## config.mk

```make
export PLATFORM = sky130hd
export DESIGN_NAME = quadrature_decoder_with_speed
export DESIGN_NICKNAME = d
export VERILOG_FILES = /design/src/qdws_pkg.sv /design/src/quadrature_decoder_with_speed.sv /design/src/qdws_front.sv /design/src/qdws_queue.sv /design/src/qdws_back.sv
export SDC_FILE = /design/constraint.sdc
export NUM_CORES = 1
export LEC_CHECK = 0
export BUFFER_PORTS_ARGS = -buffer_cell sky130_fd_sc_hd__buf_2
export CAP_MARGIN = 15
export CORE_UTILIZATION = 38
export DETAILED_ROUTE_END_ITERATION = 7
export PLACE_DENSITY = 0.51
export SLEW_MARGIN = 20
export SYNTH_ARGS = -nofsm -noshare
export SYNTH_HDL_FRONTEND = slang
export SYNTH_SLANG_ARGS = --single-unit
```

## constraint.sdc

```tcl
create_clock -name clk_i -period 5.2 [get_ports clk_i]
set_input_delay 1.04 -clock clk_i [delete_from_list [all_inputs] [get_ports clk_i]]
set_output_delay 1.04 -clock clk_i [all_outputs]
set_load 0.1 [all_outputs]
```

## src/qdws_pkg.sv

```systemverilog
// Shared constants, codes and types of the quadrature decoder with speed.
`default_nettype none

package qdws_pkg;

  // Widths of the position counter and of the edge timer.
  localparam int unsigned COUNT_WIDTH = 32;
  localparam int unsigned TIME_WIDTH  = 32;

  // Widths of the word fields on the ports.
  localparam int unsigned STAMP_WIDTH = 32;
  localparam int unsigned OUT_WIDTH   = 32;

  // Speed limit, which is also the dividend of the speed divide.
  localparam int unsigned  DIVIDEND_WIDTH = 32;
  localparam logic [DIVIDEND_WIDTH-1:0] SPEED_LIMIT = 32'h7FFF_FFFF;

  // Input function codes.
  localparam logic [1:0] FUNC_EDGE_A = 2'd0;
  localparam logic [1:0] FUNC_EDGE_B = 2'd1;
  localparam logic [1:0] FUNC_ZERO   = 2'd2;
  localparam logic [1:0] FUNC_SYNC   = 2'd3;

  // Depth of the queue between the front and back parts.
  localparam int unsigned QUEUE_DEPTH = 2;

  // What the back part has to do with a word.
  typedef enum logic [1:0] {
    JOB_EDGE,
    JOB_ZERO,
    JOB_SYNC
  } job_kind_e;

  // One word from the front part to the back part.
  typedef struct packed {
    job_kind_e              kind;
    logic                   forward;
    logic [TIME_WIDTH-1:0]  elapsed;
    logic [OUT_WIDTH-1:0]   position;
    logic [1:0]             phase;
  } job_t;

endpackage

`default_nettype wire

```

## src/quadrature_decoder_with_speed.sv

```systemverilog
// Top level of the x4 quadrature decoder with period-based speed.
// A zero-position or synchronize word, or an edge with no elapsed time, needs no divide; an edge
// with elapsed time gives its result once the one-bit-per-cycle speed divider is done. Non-edge
// words can stream at one per cycle while results are popped; an edge with elapsed time holds off
// later words until its divide is done. A two-entry job queue parts the front part from the divider.
// Reset clears phase, position, edge time, speed and all queues at once; no clearing pass.
`default_nettype none

module quadrature_decoder_with_speed (
  input  wire logic                              clk_i,
  input  wire logic                              rst_ni,
  input  wire logic                              push,
  output logic                                   full,
  input  wire logic [1:0]                        func_i,
  input  wire logic [qdws_pkg::STAMP_WIDTH-1:0]  timestamp_i,
  input  wire logic [1:0]                        levels_i,
  output logic                                   empty,
  input  wire logic                              pop,
  output logic signed [qdws_pkg::OUT_WIDTH-1:0]  position_o,
  output logic signed [qdws_pkg::OUT_WIDTH-1:0]  speed_o,
  output logic [1:0]                             phase_o
);

  qdws_pkg::job_t  push_job, head_job;
  logic            q_push, q_full, q_pop, q_empty;

  // Event decoding and state tracking.
  qdws_front u_front (
    .clk_i       (clk_i),
    .rst_ni      (rst_ni),
    .push_i      (push),
    .full_o      (full),
    .func_i      (func_i),
    .timestamp_i (timestamp_i),
    .levels_i    (levels_i),
    .q_full_i    (q_full),
    .q_push_o    (q_push),
    .q_job_o     (push_job)
  );

  // Job queue.
  qdws_queue u_queue (
    .clk_i   (clk_i),
    .rst_ni  (rst_ni),
    .push_i  (q_push),
    .job_i   (push_job),
    .full_o  (q_full),
    .pop_i   (q_pop),
    .empty_o (q_empty),
    .job_o   (head_job)
  );

  // Speed divide and result word.
  qdws_back u_back (
    .clk_i      (clk_i),
    .rst_ni     (rst_ni),
    .q_empty_i  (q_empty),
    .q_job_i    (head_job),
    .q_pop_o    (q_pop),
    .pop_i      (pop),
    .empty_o    (empty),
    .position_o (position_o),
    .speed_o    (speed_o),
    .phase_o    (phase_o)
  );

endmodule

`default_nettype wire

```

## src/qdws_front.sv

```systemverilog
// Front part: accepts events, tracks phase, position and edge time, and issues jobs.
`default_nettype none

module qdws_front (
  input  wire logic                               clk_i,
  input  wire logic                               rst_ni,
  input  wire logic                               push_i,
  output logic                                    full_o,
  input  wire logic [1:0]                         func_i,
  input  wire logic [qdws_pkg::STAMP_WIDTH-1:0]   timestamp_i,
  input  wire logic [1:0]                         levels_i,
  input  wire logic                               q_full_i,
  output logic                                    q_push_o,
  output qdws_pkg::job_t                          q_job_o
);

  logic [1:0]                         phase_q, phase_d;
  logic [qdws_pkg::COUNT_WIDTH-1:0]   pos_q, pos_d;
  logic [qdws_pkg::TIME_WIDTH-1:0]    time_q, time_d;
  logic [qdws_pkg::TIME_WIDTH-1:0]    stamp;
  logic                               forward;
  qdws_pkg::job_kind_e                kind;
  logic                               accept;

  // Sign-extends or truncates the counter to the width of the position port.
  function automatic logic [qdws_pkg::OUT_WIDTH-1:0] to_out(
    input logic [qdws_pkg::COUNT_WIDTH-1:0] p
  );
    return qdws_pkg::OUT_WIDTH'(signed'(p));
  endfunction

  assign full_o   = q_full_i;
  assign accept   = push_i && !q_full_i;
  assign q_push_o = accept;
  assign stamp    = qdws_pkg::TIME_WIDTH'(timestamp_i);

  // Decode the event and work out the next phase, position and edge time.
  always_comb begin
    phase_d = phase_q;
    pos_d   = pos_q;
    time_d  = time_q;
    forward = 1'b0;
    kind    = qdws_pkg::JOB_ZERO;
    case (func_i)
      qdws_pkg::FUNC_EDGE_A: begin
        phase_d = phase_q ^ 2'b10;
        forward = phase_d[1] != phase_d[0];
        pos_d   = forward ? pos_q + 1'b1 : pos_q - 1'b1;
        time_d  = stamp;
        kind    = qdws_pkg::JOB_EDGE;
      end
      qdws_pkg::FUNC_EDGE_B: begin
        phase_d = phase_q ^ 2'b01;
        forward = phase_d[1] == phase_d[0];
        pos_d   = forward ? pos_q + 1'b1 : pos_q - 1'b1;
        time_d  = stamp;
        kind    = qdws_pkg::JOB_EDGE;
      end
      qdws_pkg::FUNC_ZERO: begin
        pos_d = '0;
        kind  = qdws_pkg::JOB_ZERO;
      end
      qdws_pkg::FUNC_SYNC: begin
        phase_d = levels_i;
        pos_d   = '0;
        time_d  = stamp;
        kind    = qdws_pkg::JOB_SYNC;
      end
      default: begin
        kind = qdws_pkg::JOB_ZERO;
      end
    endcase
  end

  // The job word carries the state after the event and the elapsed ticks.
  always_comb begin
    q_job_o.kind     = kind;
    q_job_o.forward  = forward;
    q_job_o.elapsed  = time_q - stamp;
    q_job_o.position = to_out(pos_d);
    q_job_o.phase    = phase_d;
  end

  // Decoder state.
  always_ff @(posedge clk_i or negedge rst_ni) begin
    if (!rst_ni) begin
      phase_q <= '0;
      pos_q   <= '0;
      time_q  <= '0;
    end else if (accept) begin
      phase_q <= phase_d;
      pos_q   <= pos_d;
      time_q  <= time_d;
    end
  end

endmodule

`default_nettype wire

```

## src/qdws_queue.sv

```systemverilog
// Short queue of job words between the front and back parts.
`default_nettype none

module qdws_queue (
  input  wire logic            clk_i,
  input  wire logic            rst_ni,
  input  wire logic            push_i,
  input  qdws_pkg::job_t       job_i,
  output logic                 full_o,
  input  wire logic            pop_i,
  output logic                 empty_o,
  output qdws_pkg::job_t       job_o
);

  localparam int unsigned PTR_W = $clog2(qdws_pkg::QUEUE_DEPTH);
  localparam int unsigned CNT_W = $clog2(qdws_pkg::QUEUE_DEPTH + 1);

  qdws_pkg::job_t     entry_q [qdws_pkg::QUEUE_DEPTH];
  logic [PTR_W-1:0]   wr_ptr_q, rd_ptr_q;
  logic [CNT_W-1:0]   count_q;
  logic               do_push, do_pop;

  // Advances a pointer with wrap-around at the queue depth.
  function automatic logic [PTR_W-1:0] next_ptr(input logic [PTR_W-1:0] p);
    return (p == PTR_W'(qdws_pkg::QUEUE_DEPTH - 1)) ? '0 : p + 1'b1;
  endfunction

  assign full_o  = count_q == CNT_W'(qdws_pkg::QUEUE_DEPTH);
  assign empty_o = count_q == '0;
  assign do_push = push_i && !full_o;
  assign do_pop  = pop_i && !empty_o;
  assign job_o   = entry_q[rd_ptr_q];

  // Storage.
  always_ff @(posedge clk_i) begin
    if (do_push) begin
      entry_q[wr_ptr_q] <= job_i;
    end
  end

  // Pointers and fill count.
  always_ff @(posedge clk_i or negedge rst_ni) begin
    if (!rst_ni) begin
      wr_ptr_q <= '0;
      rd_ptr_q <= '0;
      count_q  <= '0;
    end else begin
      if (do_push) begin
        wr_ptr_q <= next_ptr(wr_ptr_q);
      end
      if (do_pop) begin
        rd_ptr_q <= next_ptr(rd_ptr_q);
      end
      if (do_push && !do_pop) begin
        count_q <= count_q + 1'b1;
      end else if (do_pop && !do_push) begin
        count_q <= count_q - 1'b1;
      end
    end
  end

endmodule

`default_nettype wire

```

## src/qdws_back.sv

```systemverilog
// Back part: carries out jobs, runs the speed divide and holds the result word.
`default_nettype none

module qdws_back (
  input  wire logic                              clk_i,
  input  wire logic                              rst_ni,
  input  wire logic                              q_empty_i,
  input  qdws_pkg::job_t                         q_job_i,
  output logic                                   q_pop_o,
  input  wire logic                              pop_i,
  output logic                                   empty_o,
  output logic signed [qdws_pkg::OUT_WIDTH-1:0]  position_o,
  output logic signed [qdws_pkg::OUT_WIDTH-1:0]  speed_o,
  output logic [1:0]                             phase_o
);

  localparam int unsigned DW    = qdws_pkg::DIVIDEND_WIDTH;
  localparam int unsigned TW    = qdws_pkg::TIME_WIDTH;
  localparam int unsigned CNT_W = $clog2(DW);

  typedef enum logic {
    ST_IDLE,
    ST_DIV
  } state_e;

  state_e                          state_q;
  logic                            out_valid_q;
  logic [qdws_pkg::OUT_WIDTH-1:0]  out_pos_q, hold_pos_q;
  logic [qdws_pkg::OUT_WIDTH-1:0]  out_speed_q, speed_q;
  logic [1:0]                      out_phase_q, hold_phase_q;
  logic                            hold_fwd_q;
  logic [TW-1:0]                   div_q, rem_q, rem_d;
  logic [DW-1:0]                   quo_q, quo_d;
  logic [CNT_W-1:0]                cnt_q;
  logic [TW:0]                     trial;
  logic                            take;
  logic                            out_load;

  // Applies the step direction to the speed magnitude.
  function automatic logic [qdws_pkg::OUT_WIDTH-1:0] signed_speed(
    input logic [DW-1:0] mag,
    input logic          fwd
  );
    logic [qdws_pkg::OUT_WIDTH-1:0] m;
    m = qdws_pkg::OUT_WIDTH'(mag);
    return fwd ? m : '0 - m;
  endfunction

  // A job is taken when idle and the result register is free or being emptied.
  assign take    = (state_q == ST_IDLE) && !q_empty_i && (!out_valid_q || pop_i);
  assign q_pop_o = take;

  // The result register is loaded by a job that needs no divide or by the last divide step.
  assign out_load = (take && !(q_job_i.kind == qdws_pkg::JOB_EDGE && q_job_i.elapsed != '0))
                 || (state_q == ST_DIV && cnt_q == CNT_W'(DW - 1));

  // One restoring divide step: one quotient bit per cycle.
  always_comb begin
    trial = {rem_q, quo_q[DW-1]};
    if (trial >= {1'b0, div_q}) begin
      rem_d = TW'(trial - {1'b0, div_q});
      quo_d = {quo_q[DW-2:0], 1'b1};
    end else begin
      rem_d = trial[TW-1:0];
      quo_d = {quo_q[DW-2:0], 1'b0};
    end
  end

  assign empty_o    = !out_valid_q;
  assign position_o = out_pos_q;
  assign speed_o    = out_speed_q;
  assign phase_o    = out_phase_q;

  // Sequencer, divider registers, speed state and the result word.
  always_ff @(posedge clk_i or negedge rst_ni) begin
    if (!rst_ni) begin
      state_q      <= ST_IDLE;
      out_valid_q  <= 1'b0;
      speed_q      <= '0;
      cnt_q        <= '0;
      out_pos_q    <= '0;
      out_speed_q  <= '0;
      out_phase_q  <= '0;
      hold_pos_q   <= '0;
      hold_phase_q <= '0;
      hold_fwd_q   <= 1'b0;
      div_q        <= '0;
      rem_q        <= '0;
      quo_q        <= '0;
    end else begin
      if (out_load) begin
        out_valid_q <= 1'b1;
      end else if (pop_i && out_valid_q) begin
        out_valid_q <= 1'b0;
      end
      case (state_q)
        ST_IDLE: begin
          if (take) begin
            case (q_job_i.kind)
              qdws_pkg::JOB_EDGE: begin
                if (q_job_i.elapsed == '0) begin
                  // No time since the last edge: the speed saturates.
                  speed_q     <= signed_speed(qdws_pkg::SPEED_LIMIT, q_job_i.forward);
                  out_speed_q <= signed_speed(qdws_pkg::SPEED_LIMIT, q_job_i.forward);
                  out_pos_q   <= q_job_i.position;
                  out_phase_q <= q_job_i.phase;
                end else begin
                  hold_pos_q   <= q_job_i.position;
                  hold_phase_q <= q_job_i.phase;
                  hold_fwd_q   <= q_job_i.forward;
                  div_q        <= q_job_i.elapsed;
                  rem_q        <= '0;
                  quo_q        <= qdws_pkg::SPEED_LIMIT;
                  cnt_q        <= '0;
                  state_q      <= ST_DIV;
                end
              end
              qdws_pkg::JOB_SYNC: begin
                speed_q     <= '0;
                out_speed_q <= '0;
                out_pos_q   <= q_job_i.position;
                out_phase_q <= q_job_i.phase;
              end
              default: begin
                // Zero position keeps the last speed.
                out_speed_q <= speed_q;
                out_pos_q   <= q_job_i.position;
                out_phase_q <= q_job_i.phase;
              end
            endcase
          end
        end
        ST_DIV: begin
          rem_q <= rem_d;
          quo_q <= quo_d;
          cnt_q <= cnt_q + 1'b1;
          if (cnt_q == CNT_W'(DW - 1)) begin
            speed_q     <= signed_speed(quo_d, hold_fwd_q);
            out_speed_q <= signed_speed(quo_d, hold_fwd_q);
            out_pos_q   <= hold_pos_q;
            out_phase_q <= hold_phase_q;
            state_q     <= ST_IDLE;
          end
        end
        default: begin
          state_q <= ST_IDLE;
        end
      endcase
    end
  end

endmodule

`default_nettype wire

```

# [Yosys cells after proc, flatten, opt, wreduce, memory -nomap -nowiden]
# Memory sizes are Yosys's and may differ from the RTL's.
# Cells that the tools add are included.
[word_totals] ff_bits=306 ramBits=138 input_bits=40 out_inout_bits=68 word_cells=136 mem_count=1
[mem_list] name="u_queue.entry_q" words=2 width=69 read_ports=1 rd_clocked_by_memory_dff=0 wr=1 line_no="qdws_queue.sv:18" text="qdws_pkg::job_t entry_q [qdws_pkg::QUEUE_DEPTH];"
[op_classes] n_addsub=10 n_lt_le_gt_ge=1 eq_ne=14 mux=53 bitwise=4 reduce_logical=34
[ops] op="2-to-1 mux 32 bit" n=19
[ops] op="case mux 32 bit (2 select lines)" n=7
[ops] op="case mux 32 bit (3 select lines)" n=1
[ops] op="subtractor 32 bit" n=2
[ops] op="greater-or-equal comparator 33 x 32 -> 1 bit" n=1
[ops] op="adder 32 x 1 -> 32 bit, second input constant" n=1
[ops] op="logical NOT 32 bit" n=1
[ops] op="nonzero test 32 bit" n=1
[ops] op="subtractor 1 x 32 -> 32 bit, first input constant" n=1
[ops] op="subtractor 32 x 1 -> 32 bit, second input constant" n=1
[ops] op="2-to-1 mux 5 bit" n=3
[ops] op="2-to-1 mux 2 bit" n=6
[ops] op="case mux 2 bit (3 select lines)" n=2
[ops] op="logical AND 1 bit" n=11
[ops] op="2-to-1 mux 1 bit" n=11
[ops] op="case mux 5 bit (2 select lines)" n=1
[ops] op="== test 2 bit, second input constant" n=4
[ops] op="AND reduction 4 bit" n=2
[ops] op="logical NOT 1 bit" n=6
[ops] op="logical NOT 2 bit" n=3
[ops] op="inequality test 2 bit, second input constant" n=3
[ops] op="inequality test 3 bit, second input constant" n=2
[ops] op="AND reduction 3 bit" n=2
[ops] op="adder 5 x 1 -> 5 bit, second input constant" n=1
[ops] op="other kinds (16)" n=24

# [Logic depth before layout (Yosys ltp)]
[depth] word_depth=8 mapped_depth=23 ltp_nobuf=20

# [Cells and area by module]
# From an unflattened synthesis, not the netlist that was laid out.
[hier_totals] hier_cells=2357 area_unflattened_um2=23552.6
[by_module_without_submodules] mod="qdws_back" instances=1 cells_each=1419 area_each_um2=12449.4 seq_area_each_um2=5905.7
[by_module_without_submodules] mod="qdws_front" instances=1 cells_each=704 area_each_um2=5575.3 seq_area_each_um2=1651.6
[by_module_without_submodules] mod="qdws_queue" instances=1 cells_each=234 area_each_um2=5527.8 seq_area_each_um2=4244.1

# [Least setup slack after synthesis]
# Ideal clock, no wire load.
[synth_timing] path_type="input to register" start="input port push" end="memory u_queue.entry_q[0][0] in the netlist's numbering (enable)" setup_time_ns=0.497 arrival_time_ns=4.419 required_time_ns=4.703 setup_slack_ns=0.284 path_stages=4 n_path_buf=2 cell_sequence="nand2_1 clkbuf_1 clkbuf_1 nor2_1"
[synth_via] elab_chain_len=4
[synth_lines] item="start: declaration" line_no="quadrature_decoder_with_speed.sv:12" text="input wire logic push,"
[synth_lines] item="logical AND 1 bit" line_no="qdws_front.sv:33" text="assign accept = push_i && !q_full_i;"
[synth_lines] item="logical AND 1 bit" line_no="qdws_queue.sv:30" text="assign do_push = push_i && !full_o;"
[synth_lines] item="2-to-1 mux 1 bit" line_no="qdws_queue.sv:36" text="if (do_push) begin"
[synth_lines] item="2-to-1 mux 1 bit (not written as such)" line_no="qdws_queue.sv:37" text="entry_q[wr_ptr_q] <= job_i;"
[synth_lines] item="end: declaration" line_no="qdws_queue.sv:18"
# Every way passes these cells.

# [Worst setup path after layout]
[layout_timing] start="register u_back.div_q[1]" end="register u_back.out_speed_q, in the netlist u_back.speed_o[30]"
[layout_via] elab_chain_len=6
[layout_lines] item="start: declaration" line_no="qdws_back.sv:32" text="logic [TW-1:0] div_q, rem_q, rem_d;"
[layout_lines] item="start signal: assignment" line_no="qdws_back.sv:111" text="div_q <= q_job_i.elapsed;"
[layout_lines] item="greater-or-equal comparator 33 x 32 -> 1 bit" line_no="qdws_back.sv:60" text="if (trial >= {1'b0, div_q}) begin"
[layout_lines] item="2-to-1 mux 1 bit" line_no="qdws_back.sv:60"
[layout_lines] item="subtractor 1 x 32 -> 32 bit" line_no="qdws_back.sv:46" text="return fwd ? m : '0 - m;"
[layout_lines] item="2-to-1 mux 32 bit" line_no="qdws_back.sv:46"
[layout_lines] item="2-to-1 mux 32 bit" line_no="qdws_back.sv:137" text="if (cnt_q == CNT_W'(DW - 1)) begin"
[layout_lines] item="case mux 32 bit (2 select lines)" line_no="qdws_back.sv:96" text="case (state_q)"
[layout_lines] item="end signal: assignment" line_no="qdws_back.sv:104" text="out_speed_q <= signed_speed(qdws_pkg::SPEED_LIMIT, q_job_i.forward);"
[layout_lines] item="end signal: assignment" line_no="qdws_back.sv:126" text="out_speed_q <= speed_q;"
[layout_lines] item="end signal: assignment" line_no="qdws_back.sv:139" text="out_speed_q <= signed_speed(quo_d, hold_fwd_q);"
[layout_lines] item="end: declaration" line_no="qdws_back.sv:29" text="logic [qdws_pkg::OUT_WIDTH-1:0] out_speed_q, speed_q;"
# Every way passes these cells. The select of a mux whose other input is x is not followed.
# A chain may end at the register's enable or synchronous reset.

==> flow_summary.ini <==
[synthesis]
synth_ff_type = dfrtp_1
synth_mux_area_share_pct = 5.51
yosys.area.top_type_share_pct = 33.7
synth_cells = 2326
synth-simple-area-share_pct = 14.9
synthXorXnorAreaFrac_pct = 4.08
yosys.cell_types.count = 78
synth_nets = 2437
synth_seq_cells = 444
synthArstFlopShare_pct = 68.9
avgSynthCellArea_um2 = 9.76
synth_area_um2 = 22700
synth-edff-count = 138
synth_top_area_cell = dfrtp_1
synth-warning-count = 0
yosys.area_share.adder_pct = 3.98
ys_seq_area_share_pct = 52.0
ys_top_cells_by_area = dfrtp_1 (34%), edfxtp_1 (18%), nand2_1 (5.4%)
synth_compound_area_share_pct = 15.8
synth_top_family_by_area = compound AO/OA/AOI/OAI gates

[cells_and_area]
drive_above_1_share_pct = 11.7
fin_util_pct = 43.5
final_cell_mix = nand2_1 (325), dfrtp_1 (304), a21oi_1 (199), o21ai_0 (196), nor2_1 (195)
diodes = 0
nets = 2498
mostFrequentLayoutCell = nand2_1
syn2layout_area_growth_pct = 13.1

[global_routing]
antenna_found_initial = 0
grt_pass1_wl_um = 90100
grt_use_total_pct = 18.5
grt-ovfl-total = 0
grt_pass1_vias = 16656
grt_start_max_net_pins = 99

[clock_tree]
cts.repair.resized = 0
holdBufCountCts = 0
cts-root-buf = clkbuf_16
clk_latency_ns = 0.59
cts_sinks = 444
clkTransAtPathRegs_ns = 0.06
cts-htree-levels = 2
postCtsSetupBuffers = 0
clk_path_buf_depth = 3
cts_buffers = 50
cts_tree = done

[die]
dieWidth_um = 246
die_h_um = 246
rows = 89
die_area_um2 = 60700
start_util_pct = 38.5
fp.coreArea_um2 = 59000
num_io_pins = 108

[worst_setup_path]
cp.arrival_ns = 4.62
crit_path_start_kind = flop
critPathRequiredTime_ns = 5.71
crit_path_end_kind = flop
ff2ff_setup_slack_ns = 1.09
cp_max_fo = 7
crit_type = reg2reg

[timing]
timing.final.crit_share_pct = 79.1
finalMaxSlewViolations = 0
setup_viol = 0
hold_violations = 0
maxSlewHeadroom_pct = 30.5
fin_worst_skew_ns = 0.0304
fin_hold_ws_ns = 0.457
setup_tns_ns = 0
max_freq_mhz = 243
min_period_ns = 4.11
tightest_slew_ns = 1.03
rsz0062_at_grt = false

[flow_run]
cap_violations = 0

[drt]
drc = 0
dr.pass1.iters = 5
drtIter0Drc = 1025
routedWlPerCell_um = 17.3
via_per_inst = 5.27
routed_wl_um = 55500
vias = 16862
postRouteAntennaNets = 0

[placement]
place.gp.congestion = 0.855
dp_hpwl_um = 37900
portBuffers = 107

[min_path]
hp-class = in2async

[status]
status = completed
cells by family (layout without fill, tap and decap cells):
family / after synthesis / count (layout)
compound gates: 603 / 603
xor+xnor: 104 / 104
fa+ha+maj: 71 / 71
buf+inv: 227 / 327
flops: 444 / 444
mux: 120 / 120
simple gates: 757 / 757
synthesized netlist by cell type (15+ instances only):
master	instances
xnor2_1	58
clkbuf_1	106
a31oi_1	23
o211ai_1	22
xor2_1	45
nor4_1	22
nand2b_1	17
dfrtp_1	306
nor3_1	52
a21o_1	35
nor2b_1	15
buf_1	18
nand2_1	327
a21oi_1	199
nand3_1	28
mux2_2	40
o21ai_0	197
mux2i_1	80
ha_1	69
edfxtp_1	138
inv_1	98
o22ai_1	22
nor2_1	199
and3_1	22
state kept, by name, summed over array words and instances, names as in the netlist, 32 cells and up:
register	cells
u_back.div_q	32
u_back.hold_pos_q	32
u_back.position_o	32
u_back.quo_q	32
u_back.rem_q	32
u_back.speed_o	32
u_back.speed_q	32
u_front.pos_q	32
u_front.time_q	32
u_queue.entry_q	138
per-layer routing:
layer	global-route usage, %	share of wire, %
met1	26.7	50
met2	28.8	45
met3	2.58	3.2
met4	5.19	2.6
met5	0	0
critical path: stages (launching register included):
cell      delay [ns]
dfrtp_1         0.39
inv_1           0.06
ha_1            0.28
nor2b_1         0.14
o211ai_1        0.20
nand3b_1        0.12
a21oi_1         0.34
o211ai_1        0.19
a21oi_1         0.26
buf_4           0.21
nor2_2          0.05
inv_1           0.11
ha_1            0.19
and2_0          0.31
and2_1          0.27
nand2_1         0.07
nor2_1          0.16
and2_1          0.20
a21oi_1         0.09
xnor2_1         0.16
nand2_1         0.08
a21oi_1         0.16
stage by stage:
stage	cell area, um2	setup WS (ns)	cells
final	25700	1.09	3199
after floorplan	22700	0.284	2326
after global routing	25700	0.592	3199
after global placement	24000	0.918	3108
after detailed placement	24000	0.943	3108
after CTS	25700	1.03	3199
worst paths after layout:
kind,start,to,cells after the start
max in group asynchronous,rst_ni,u_back.hold_pos_q[17],2
min in group clk_i,u_back.hold_phase_q[1],u_back.hold_phase_q[1],2
worst min register to register,u_back.hold_phase_q[1],u_back.hold_phase_q[1],2
worst max register to register,u_back.div_q[1],u_back.speed_o[30],21
worst min-delay path,rst_ni,u_back.speed_o[11],1
worst max-delay path,u_back.div_q[1],u_back.speed_o[30],21
final cells by class:
class / count / area (um2)
sequential: 444 / 11800
multi-input combinational: 1655 / 10100
tap: 773 / 967
fill: 5740 / 33300
inverter: 98 / 370
clock inverter: 19 / 236
timing repair buffer: 138 / 803
clock buffer: 72 / 1390
Power is not shown: default switching activity piles up to over one toggle a cycle in this logic, so the estimate is an artifact.
